$ cat config.mk
export PLATFORM = sky130hd
export DESIGN_NAME = vcis_cell
export DESIGN_NICKNAME = d
export VERILOG_FILES = /design/src/vcis_pkg.sv /design/src/vcis_cell.sv
export SDC_FILE = /design/constraint.sdc
export NUM_CORES = 1
export LEC_CHECK = 0
export BUFFER_PORTS_ARGS = -buffer_cell sky130_fd_sc_hd__buf_2
export CORE_MARGIN = 1.5
export CORE_UTILIZATION = 47
export DETAILED_ROUTE_END_ITERATION = 16
export GPL_ROUTABILITY_DRIVEN = 0
export PLACE_DENSITY = 0.81
export SLEW_MARGIN = 10
export SYNTH_ARGS = -nofsm -noshare
export SYNTH_HDL_FRONTEND = slang
export SYNTH_SLANG_ARGS = --single-unit
$ cat constraint.sdc
create_clock -name clk -period 2.8 [get_ports clk]
set_clock_uncertainty 0.1 [all_clocks]
set_input_delay 0.42 -clock clk [delete_from_list [all_inputs] [get_ports clk]]
set_output_delay 0.42 -clock clk [all_outputs]
set_load 0.01 [all_outputs]
$ cat src/vcis_pkg.sv
package vcis_pkg;

    localparam int CACHE_DEPTH = 32;
    localparam int SLOT_W = (CACHE_DEPTH > 1) ? $clog2(CACHE_DEPTH) : 1;
    localparam int CNT_W = $clog2(CACHE_DEPTH + 1);

    localparam int CFG_IDX_W = 2;
    localparam int CFG_DATA_W = 6;

    localparam logic [CFG_IDX_W-1:0] CFG_ENTRIES = 2'd0;
    localparam logic [CFG_IDX_W-1:0] CFG_SHORT = 2'd1;
    localparam logic [CFG_IDX_W-1:0] CFG_RESTART = 2'd2;

    localparam logic [CFG_DATA_W-1:0] ENTRIES_RESET = 6'd32;

    localparam logic [31:0] RESTART_SHORT = 32'h0000FFFF;
    localparam logic [31:0] RESTART_LONG = 32'hFFFFFFFF;
    localparam logic [31:0] ALL_ONES = 32'hFFFFFFFF;

    typedef struct packed {
        logic              valid;
        logic [31:0]       value;
        logic [31:0]       pos;
        logic [CNT_W-1:0]  filled;
        logic              hit;
        logic              have;
        logic [31:0]       min_age;
        logic [SLOT_W-1:0] victim;
    } scan_tok_t;

    typedef struct packed {
        logic              en;
        logic [SLOT_W-1:0] slot;
        logic [31:0]       value;
        logic [31:0]       age;
    } slot_wr_t;

    function automatic logic [31:0] sat_inc(input logic [31:0] x);
        logic [31:0] r;
        if (x == ALL_ONES)
        begin
            r = x;
        end
        else
        begin
            r = x + 32'd1;
        end
        return r;
    endfunction

endpackage

$ cat src/vcis_cell.sv
module vcis_cell (
    input  logic                      clk,
    input  logic                      rst_n,
    input  logic [vcis_pkg::SLOT_W-1:0] slot_id,
    input  vcis_pkg::scan_tok_t       tok_in,
    input  vcis_pkg::slot_wr_t        wr,
    output vcis_pkg::scan_tok_t       tok_out
);
    import vcis_pkg::*;

    logic [31:0] index_reg;
    logic [31:0] age_reg;
    scan_tok_t   tok_reg;
    scan_tok_t   tok_next;
    logic        active;
    logic        match;
    logic        older;

    assign active = CNT_W'(slot_id) < tok_in.filled;
    assign match = tok_in.valid && active && !tok_in.hit && (index_reg == tok_in.value);
    assign older = tok_in.valid && active && !tok_in.hit
                   && (!tok_in.have || (age_reg < tok_in.min_age));

    always_comb
    begin
        tok_next = tok_in;
        if (match)
        begin
            tok_next.hit = 1'b1;
        end
        if (older)
        begin
            tok_next.have = 1'b1;
            tok_next.min_age = age_reg;
            tok_next.victim = slot_id;
        end
    end

    always_ff @(posedge clk or negedge rst_n)
    begin
        if (!rst_n)
        begin
            tok_reg <= '0;
        end
        else
        begin
            tok_reg <= tok_next;
        end
    end

    // slot contents, written by the fill/replace port or refreshed on a hit
    always_ff @(posedge clk)
    begin
        if (wr.en && (wr.slot == slot_id))
        begin
            index_reg <= wr.value;
            age_reg <= wr.age;
        end
        else if (match)
        begin
            age_reg <= tok_in.pos;
        end
    end

    assign tok_out = tok_reg;

endmodule

==> flow_metrics.py, run 1 <==
metrics = {
    "clocking": {
        "cts.path.max_buffers": 2,
        "post-cts-setup-buffer-count": 0,
        "htreeDepth": 4,
        "cts-root-buf": "clkbuf_16",
        "clk_latency_ns": 0.43,
        "clk_transition_reported_paths_ns": 0.06,
        "cts_buffers": 17,
        "clock_sinks": 174,
        "cts_tree": "built",
    },
    "sta": {
        "max_slew_margin": 0.7173,
        "fin_hold_ws_ns": 0.01713,
        "setup_tns_ns": 0,
        "worst_slew_pin_slew_ns": 0.4195,
        "slew_violations": 0,
        "fin_ws_ns": 0.1910,
        "setup_viol": 0,
        "finalCriticalPeriod_ns": 2.609,
        "fmax_mhz": 383.3,
        "hold_violations": 0,
        "rsz0062_at_grt": "no",
        "min_period_over_period": 0.9318,
    },
    "worst_hold_path": {
        "hp-start": "tok_in[76]",
        "hold_path_end": "tok_out[76]",
        "hold_class": "in -> reg",
        "hold_depth": 1,
    },
    "logic_synthesis": {
        "synthTopCellsByArea": "dfrtp_1, edfxtp_1, mux2_2",
        "synth_seq_area_share": 0.6832,
        "synth_area_um2": 6842,
        "synthCells": 431,
        "synth_warnings": 0,
        "async_reset_ff_frac": 0.6322,
        "synth_flop_cell": "dfrtp_1",
        "yosysMostFrequentCell": "dfrtp_1",
        "synth_common_cells": "dfrtp_1, edfxtp_1, mux2_2",
        "synth-edff-count": 64,
        "syn_area_per_cell_um2": 15.87,
        "yosys.cell_types.count": 32,
        "ys_ff_latch": 174,
        "synth_nets": 653,
        "synth_top_cell_area_share": 0.4023,
        "synth_area_leader_cell": "dfrtp_1",
    },
    "die": {
        "die-area_um2": 15290,
        "num_rows": 43,
        "die_y_um": 123.7,
        "ios": 297,
        "die_w_um": 123.7,
        "core_area_um2": 14040,
        "initial_core_util": 0.4872,
    },
    "setup_path": {
        "cp_slowest_stage_delay_ns": 0.40,
        "rr_worst_depth": 8,
        "critPathLaunchType": "register",
        "crit_slowest_cell": "edfxtp_1",
        "cp.arrival_ns": 2.81,
        "reg2reg_slack_ns": 0.19,
        "path_cells": "ha_1 > a21oi_1 > o21ai_0 > a221oi_2 > o211ai_2 > a221oi_4 > buf_12 > mux2_2",
        "reg2reg_from": "age_reg[21]",
        "worstSetupPathType": "reg -> reg",
        "r2r_end": "tok_out[21]",
        "cp_num_buf_inv": 1,
        "critPathCaptureType": "register",
        "cp_data_required_time_ns": 3.00,
        "cp_max_fo": 30,
        "crit_family": "compound AO/OA/AOI/OAI gates",
    },
    "placement": {
        "io_buffers": 296,
        "dpl.hpwl_um": 13110,
        "preCtsSetupSlack_ns": 0.02097,
    },
    "route": {
        "drt.antenna.violating_nets": 0,
        "drt_first_iter_violations": 201,
        "route.vias.total": 4808,
        "totalWireLength_um": 17490,
        "vias_per_cell": 4.977,
        "drc_errors": 0,
        "drt-pass1-iter-count": 4,
        "post_drt_wl_per_cell_um": 18.11,
    },
    "power_and_ir_drop": {
        "power_density_nw_per_um2": 623.6,
        "total_power_w": 0.005922,
        "sw_frac_of_total": 0.2280,
        "p_int_w": 0.004572,
        "seq_power_share": 0.472,
        "p_switching_w": 0.001350,
        "power_frac_clock": 0.423,
        "leakage_nw": 4.476,
        "combPwrFrac": 0.105,
        "ir_drop_mv": 0.4701,
    },
    "global_routing": {
        "grt_pass1_vias": 5212,
        "grtUsageTotal": 0.2299,
        "grt_pass1_wl_um": 25560,
        "grt-ovfl-total": 0,
        "grt_max_degree": 58,
        "antenna_found_initial": 1,
    },
    "finish": {
        "drive_gt1_frac": 0.5146,
        "syn2layout_area_growth_pct": 38.79,
        "largest_reg_flops": 110,
        "num-fill-cells": 994,
        "layout.nets": 994,
    },
    "outcome": {
        "status": "finished clean",
    },
    "flow_run": {
        "maxCapViolCount": 0,
    },
}
==> final cells by class <==
cell class	instances	area (µm²)	share of cell area
multi-input combinational	215	2003	0.2110
sequential	174	4674	0.4923
inverter	35	131.4	0.01384
clock buffer	20	436.7	0.04599
antenna	1	2.502	0.0002635
tap	180	225.2	0.02372
timing repair buffer	329	1839	0.1937
clock inverter	12	182.7	0.01924
==> power by group through the flow <==
stage	combinational, W	sequential [W]	clock [W]
floorplan	0.000193	0.00290	0
CTS	0.000625	0.00280	0.00254
global placement	0.000577	0.00284	0
global route	0.000687	0.00280	0.00263
finish	0.000623	0.00280	0.00250
detailed placement	0.000599	0.00285	0
==> what timing repair did <==
item | CTS | global route
hold buffers | 20 | 3
hold endpoints to repair | 41 | 3
gates resized for setup | 0 | 1
setup endpoints to repair | 0 | 30
==> worst max-delay path by stage <==
stage,to,start,depth (start not counted),slack (ns)
2_1_floorplan,age_reg[0],wr[67],6,0.004
3_3_place_gp,tok_out[3],tok_in[26],10,0.10
3_5_place_dp,tok_out[1],tok_in[7],10,0.02
4_1_cts,tok_out[21],age_reg[2],8,0.15
5_1_grt,tok_out[0],age_reg[21],8,0.03
6_report,tok_out[21],age_reg[21],8,0.19
==> metal layers <==
metal	GRT usage	share of wire
met4	0.1070	0.027
met2	0.4119	0.53
met1	0.2451	0.36
met5	0	0
met3	0.07463	0.090
==> logic make-up (layout without fill, tap and decap cells) <==
group	count (synthesis)	count (layout)	share of synthesized area
buf+inv	42	396	0.02633
flops	174	174	0.6832
compound gates	30	30	0.03091
fa+ha+maj	35	35	0.06401
xor+xnor	37	37	0.04737
mux	69	69	0.1136
simple gates	44	44	0.03456
other cells	0	1	0
==> through the flow <==
step                cell area, µm²  std cells    util
finish                        9495        966  0.6762
global route                  9493        965  0.6760
CTS                           9459        962  0.6736
detailed placement            8640        910  0.6153
global placement              8640        910  0.6153
floorplan                     6855        431       -
==> worst register-to-register path, stage by stage, from the launching register on <==
cell      delay [ns]
edfxtp_1        0.40
ha_1            0.30
a21oi_1         0.15
o21ai_0         0.14
a221oi_2        0.27
o211ai_2        0.15
a221oi_4        0.36
buf_12          0.25
mux2_2          0.38
==> placed cells by master, fill, tap and decap left out, types with 9 or more instances in the layout <==
cell type | synthesis | final
inv_1 | 35 | 35
clkbuf_16 | 0 | 17
dfrtp_1 | 110 | 110
ha_1 | 35 | 35
nand2_1 | 12 | 12
a21oi_1 | 16 | 15
dlygate4sd3_1 | 0 | 23
mux2_2 | 62 | 62
nor4_1 | 9 | 9
xor2_1 | 36 | 36
buf_2 | 0 | 295
edfxtp_1 | 64 | 64
Note: power is estimated with default switching activity, not from simulation.
==> run 2, diff against run 1 <==
==> constraint.sdc (replaced) <==
create_clock -name clk -period 2.8 [get_ports clk]
set_clock_uncertainty 0.1 [all_clocks]
set_input_delay 0.14 -clock clk [delete_from_list [all_inputs] [get_ports clk]]
set_output_delay 0.14 -clock clk [all_outputs]
set_load 0.01 [all_outputs]
==> run 2 against run 1 <==
  * Clock power decreased by 12%
  * Via count increased by 18%
  * Routed wire length increased by 27%
  * Sequential share of layout area decreased by 6.7 points
  * Sequential cell count unchanged
  * Non-clock buffer count increased by 159
  * Setup slack got worse by 0.096 ns
  * Combinational power increased by 34%
  * Maximum frequency decreased by 3.5%
  * Hold slack improved by 0.15 ns
  * First-iteration DRC count increased by 39%
  * Count of clock-buffer cells in the layout unchanged
==> flow_metrics.py, run 2 (synthesis results as in run 1) <==
metrics = {
    "outcome": {
        "status": "finished clean",
    },
    "route": {
        "drt-pass1-iter-count": 4,
        "post_drt_wl_per_cell_um": 19.75,
        "vias_per_cell": 5.056,
        "drt.antenna.violating_nets": 0,
        "totalWireLength_um": 22240,
        "drc_errors": 0,
        "drt_first_iter_violations": 279,
        "route.vias.total": 5693,
    },
    "clocking": {
        "clock_sinks": 174,
        "cts-root-buf": "clkbuf_16",
        "cts_buffers": 17,
        "cts.path.max_buffers": 2,
        "clk_transition_reported_paths_ns": 0.06,
        "clk_latency_ns": 0.44,
        "cts_tree": "built",
        "htreeDepth": 4,
    },
    "global_routing": {
        "grt_max_degree": 45,
        "grt_pass1_wl_um": 32400,
        "grt_pass1_vias": 6274,
        "antenna_found_initial": 2,
        "grtUsageTotal": 0.2929,
        "grt-ovfl-total": 0,
    },
    "die": {
        "die-area_um2": 15290,
        "die_w_um": 123.7,
        "core_area_um2": 14040,
        "num_rows": 43,
        "ios": 297,
        "initial_core_util": 0.4872,
        "die_y_um": 123.7,
    },
    "setup_path": {
        "cp_slowest_stage_delay_ns": 0.54,
        "cp.arrival_ns": 2.91,
        "cp_data_required_time_ns": 3.01,
        "critPathLaunchType": "input port",
        "crit_slowest_cell": "dlygate4sd3_1",
        "rr_worst_depth": 9,
        "cp_max_fo": 14,
        "reg2reg_slack_ns": 0.1,
        "path_cells": "dlygate4sd3_1 > buf_2 > inv_1 > ha_1 > a21oi_1 > o21ai_0 > a221oi_2 > o211ai_2 > a221oi_4 > buf_4 > clkbuf_16 > mux2_1",
        "worstSetupPathType": "in -> reg",
        "crit_family": "buffers and inverters",
        "r2r_end": "tok_out[7]",
        "cp_num_buf_inv": 5,
        "critPathCaptureType": "register",
        "reg2reg_from": "age_reg[21]",
    },
    "finish": {
        "seqCellArea_um2": 4674,
        "multi_input_area_um2": 1996,
        "layout.nets": 1153,
        "num-fill-cells": 758,
        "largest_reg_flops": 110,
        "final_cell_mix": "buf_2, dlygate4sd3_1, dfrtp_1, edfxtp_1, mux2_2",
        "drive_gt1_frac": 0.4269,
        "syn2layout_area_growth_pct": 60.74,
        "final_common_cell": "buf_2",
        "utilization": 0.7831,
    },
    "power_and_ir_drop": {
        "power_density_nw_per_um2": 531.5,
        "total_power_w": 0.005845,
        "ir_drop_mv": 0.4081,
        "leakage_nw": 5.109,
    },
    "placement": {
        "io_buffers": 296,
        "dpl.hpwl_um": 13190,
    },
    "sta": {
        "max_slew_margin": 0.5854,
        "hold_violations": 0,
        "min_period_over_period": 0.9660,
        "fmax_mhz": 369.7,
        "setup_viol": 0,
        "worst_slew_pin_slew_ns": 0.6219,
        "slew_violations": 0,
        "finalCriticalPeriod_ns": 2.705,
    },
    "worst_hold_path": {
        "hold_class": "in -> async",
    },
    "flow_run": {
        "maxCapViolCount": 0,
    },
}
## run 2: metrics by stage
| stage | setup slack (ns) | std cells | area (µm²) | setup TNS [ns] | hold slack [ns] |
|---|---|---|---|---|---|
| after global placement | 0.2723 | 908 | 8603 | 0 | 0.08165 |
| after CTS | 0.1097 | 1120 | 10940 | 0 | 0.1910 |
| after floorplan | 0.07143 | 431 | 6852 | 0 | -0.2556 |
| after detailed placement | 0.1608 | 908 | 8603 | 0 | 0.08692 |
| after global routing | -0.01323 | 1126 | 11000 | -0.09023 | 0.2200 |
| final | 0.09526 | 1126 | 11000 | 0 | 0.1630 |
## run 2: worst max-delay path by stage
stage	start	to	slack, ns	cells past startpoint
after floorplan	wr[67]	age_reg[0]	0.07	6
after global placement	age_reg[21]	tok_out[21]	0.27	8
after detailed placement	age_reg[21]	tok_out[31]	0.16	8
after CTS	tok_in[7]	tok_out[11]	0.11	11
after global routing	age_reg[21]	tok_out[7]	-0.01	9
final	tok_in[28]	tok_out[7]	0.1	12
## run 2: repair_timing
item	4_1_cts	5_1_grt
setup endpoints to repair	0	37
setup buffers	0	3
hold buffers	180	0
endpoints found under the hold margin	216	0
resized for setup	0	1
## run 2: area by class of cell
class / instances / share of cell area
Antenna cell: 2 / 0.0004551
Tap cell: 180 / 0.02048
Clock buffer: 20 / 0.03971
Timing Repair Buffer: 488 / 0.3120
Sequential cell: 174 / 0.4251
Clock inverter: 12 / 0.008875
Inverter: 35 / 0.01195
Multi-Input combinational cell: 215 / 0.1815
## run 2: layer usage
| metal | vias to the layer above | track usage | part of all wire |
|---|---|---|---|
| li1 | 2529 | - | - |
| met1 | 2775 | 0.3249 | 0.37 |
| met2 | 325 | 0.5238 | 0.52 |
| met3 | 64 | 0.07463 | 0.080 |
| met4 | 0 | 0.1408 | 0.035 |
| met5 | - | 0 | 0 |
## run 2: power by group
part	switching, W	total, W	internal, W
logic	0.000374	0.000832	0.000457
registers	0.0000410	0.00280	0.00276
clock network	0.000998	0.00221	0.00121
==> run 3, diff against run 2 <==
==> constraint.sdc (replaced) <==
create_clock -name clk -period 2.8 [get_ports clk]
set_clock_uncertainty 0.1 [all_clocks]
set_input_delay 0.56 -clock clk [delete_from_list [all_inputs] [get_ports clk]]
set_output_delay 0.56 -clock clk [all_outputs]
set_load 0.01 [all_outputs]
==> run 3 against run 2 <==
  * Sequential share of layout area rose by 7.8 points
  * Non-clock buffer count fell by 180
  * Largest power group unchanged
  * Maximum frequency rose by 0.55%
  * Clock power rose by 14%
  * Register-to-register slack barely moved
  * Sequential cell count did not move
  * Via count fell by 18%
  * Power rose by 1.1%
  * Largest cell class unchanged
  * Count of clock-buffer cells in the layout fell by 3
  * Sequential power barely moved
==> flow_metrics.py, run 3 (synthesis results as in run 1) <==
metrics = {
    "setup_path": {
        "rr_worst_depth": 8,
        "cp_data_required_time_ns": 2.99,
        "cp_max_fo": 30,
        "critPathCaptureType": "register",
        "cp_num_buf_inv": 1,
        "critPathLaunchType": "register",
        "cp.depth": 8,
        "crit_path_start": "age_reg[2]",
        "worstSetupPathType": "reg -> reg",
        "crit_slowest_cell": "edfxtp_1",
        "reg2reg_from": "age_reg[2]",
        "cp_slowest_stage_delay_ns": 0.42,
        "cp.arrival_ns": 2.88,
        "critPathCapture": "tok_out[7]",
        "reg2reg_slack_ns": 0.11,
        "r2r_end": "tok_out[7]",
        "path_cells": "ha_1 > a211oi_1 > o21ai_0 > a21oi_2 > o41ai_2 > a221oi_4 > buf_12 > mux2_1",
        "crit_family": "compound AO/OA/AOI/OAI gates",
    },
    "sta": {
        "slew_violations": 0,
        "fmax_mhz": 371.7,
        "fin_hold_ws_ns": 0.01093,
        "min_period_over_period": 0.9607,
        "max_slew_margin": 0.6453,
        "finalCriticalPeriod_ns": 2.690,
        "worst_slew_pin_slew_ns": 0.5321,
        "setup_viol": 0,
        "hold_violations": 0,
    },
    "power_and_ir_drop": {
        "leakage_nw": 4.400,
        "power_frac_clock": 0.427,
        "p_switching_w": 0.001355,
        "power_density_nw_per_um2": 636.4,
        "ir_drop_mv": 0.3841,
        "p_int_w": 0.004554,
        "total_power_w": 0.005909,
        "sw_frac_of_total": 0.2293,
        "combPwrFrac": 0.100,
        "seq_power_share": 0.473,
    },
    "global_routing": {
        "grt-ovfl-total": 0,
        "grt_pass1_vias": 4984,
        "grt_max_degree": 51,
        "grtUsageTotal": 0.2167,
        "antenna_found_initial": 1,
        "grt_pass1_wl_um": 24330,
    },
    "die": {
        "die-area_um2": 15290,
        "core_area_um2": 14040,
        "initial_core_util": 0.4872,
        "ios": 297,
        "die_w_um": 123.7,
        "die_y_um": 123.7,
        "num_rows": 43,
    },
    "clocking": {
        "htreeDepth": 4,
        "cts_tree": "built",
        "clk_latency_ns": 0.42,
        "cts-hold-fix-buffers": 0,
        "cts.path.max_buffers": 2,
        "cts_buffers": 17,
        "clock_sinks": 174,
        "clk_transition_reported_paths_ns": 0.07,
        "cts-root-buf": "clkbuf_16",
    },
    "finish": {
        "antenna_cells": 0,
        "final_common_cell": "buf_2",
        "drive_gt1_frac": 0.5353,
        "layout.nets": 973,
        "stdcell_count": 944,
        "final_cell_mix": "buf_2, dfrtp_1, edfxtp_1, mux2_2, xor2_1",
        "largest_reg_flops": 110,
        "syn2layout_area_growth_pct": 35.72,
    },
    "route": {
        "route.vias.total": 4670,
        "drt.antenna.violating_nets": 0,
        "vias_per_cell": 4.947,
        "post_drt_wl_per_cell_um": 17.41,
        "drc_errors": 0,
        "drt_first_iter_violations": 198,
        "drt-pass1-iter-count": 4,
        "totalWireLength_um": 16430,
    },
    "worst_hold_path": {
        "hold_class": "in -> async",
    },
    "placement": {
        "dpl.hpwl_um": 12850,
        "post-place-cells": 912,
        "io_buffers": 296,
    },
    "outcome": {
        "status": "finished clean",
    },
    "flow_run": {
        "maxCapViolCount": 0,
    },
}
[run 3: routing by layer]
layer	global-route usage	vias to the layer above	part of all wire
met2	0.3898	218	0.52
met1	0.2410	2255	0.38
met4	0.08477	0	0.021
met5	0	-	0
li1	-	2172	-
met3	0.06364	25	0.080
[run 3: cell type report]
type                    count  area [µm²]
clock buffers              17       425.4
clock inverters            15       205.2
fillers                  1032        4757
inverters                  35       131.4
multi-input cells         215        1999
flip-flops and latches    174        4674
well taps                 180       225.2
repair buffers            308        1624
[run 3: worst min path at each step]
stage / startpoint / end / slack [ns]
CTS: rst_n / tok_out[24] / 0.02
finish: rst_n / tok_out[57] / 0.01
detailed placement: age_reg[19] / tok_out[24] / 0.39
global placement: age_reg[4] / tok_out[9] / 0.39
global route: rst_n / tok_out[61] / 0.04
floorplan: rst_n / tok_out[0] / 0.16
[run 3: worst reg2reg max path, cell delays in order, from the launching register on]
cell,delay [ns]
edfxtp_1,0.42
ha_1,0.32
a211oi_1,0.23
o21ai_0,0.18
a21oi_2,0.24
o41ai_2,0.13
a221oi_4,0.32
buf_12,0.25
mux2_1,0.38
[run 3: power by group through the flow]
stage / Combinational, W / Clock, W / Sequential (W)
6_report: 0.000591 / 0.00252 / 0.00280
5_1_grt: 0.000657 / 0.00267 / 0.00280
4_1_cts: 0.000600 / 0.00257 / 0.00280
3_5_place_dp: 0.000596 / 0 / 0.00285
3_3_place_gp: 0.000578 / 0 / 0.00284
2_1_floorplan: 0.000193 / 0 / 0.00290
[run 3: repair_timing]
item	in CTS	in global routing
gates resized for setup	0	1
setup buffers	0	0
endpoints found under the setup margin	0	30
[run 3: through the flow]
step / area [µm²] / utilization / setup TNS (ns) / setup slack (ns)
final: 9285 / 0.6612 / 0 / 0.1100
after floorplan: 6853 / - / 0 / 0.02704
after detailed placement: 8651 / 0.6161 / -3.458 / -0.1190
after global routing: 9285 / 0.6612 / -0.7062 / -0.04805
after CTS: 9281 / 0.6610 / 0 / 0.08832
after global placement: 8651 / 0.6161 / -0.9863 / -0.03827
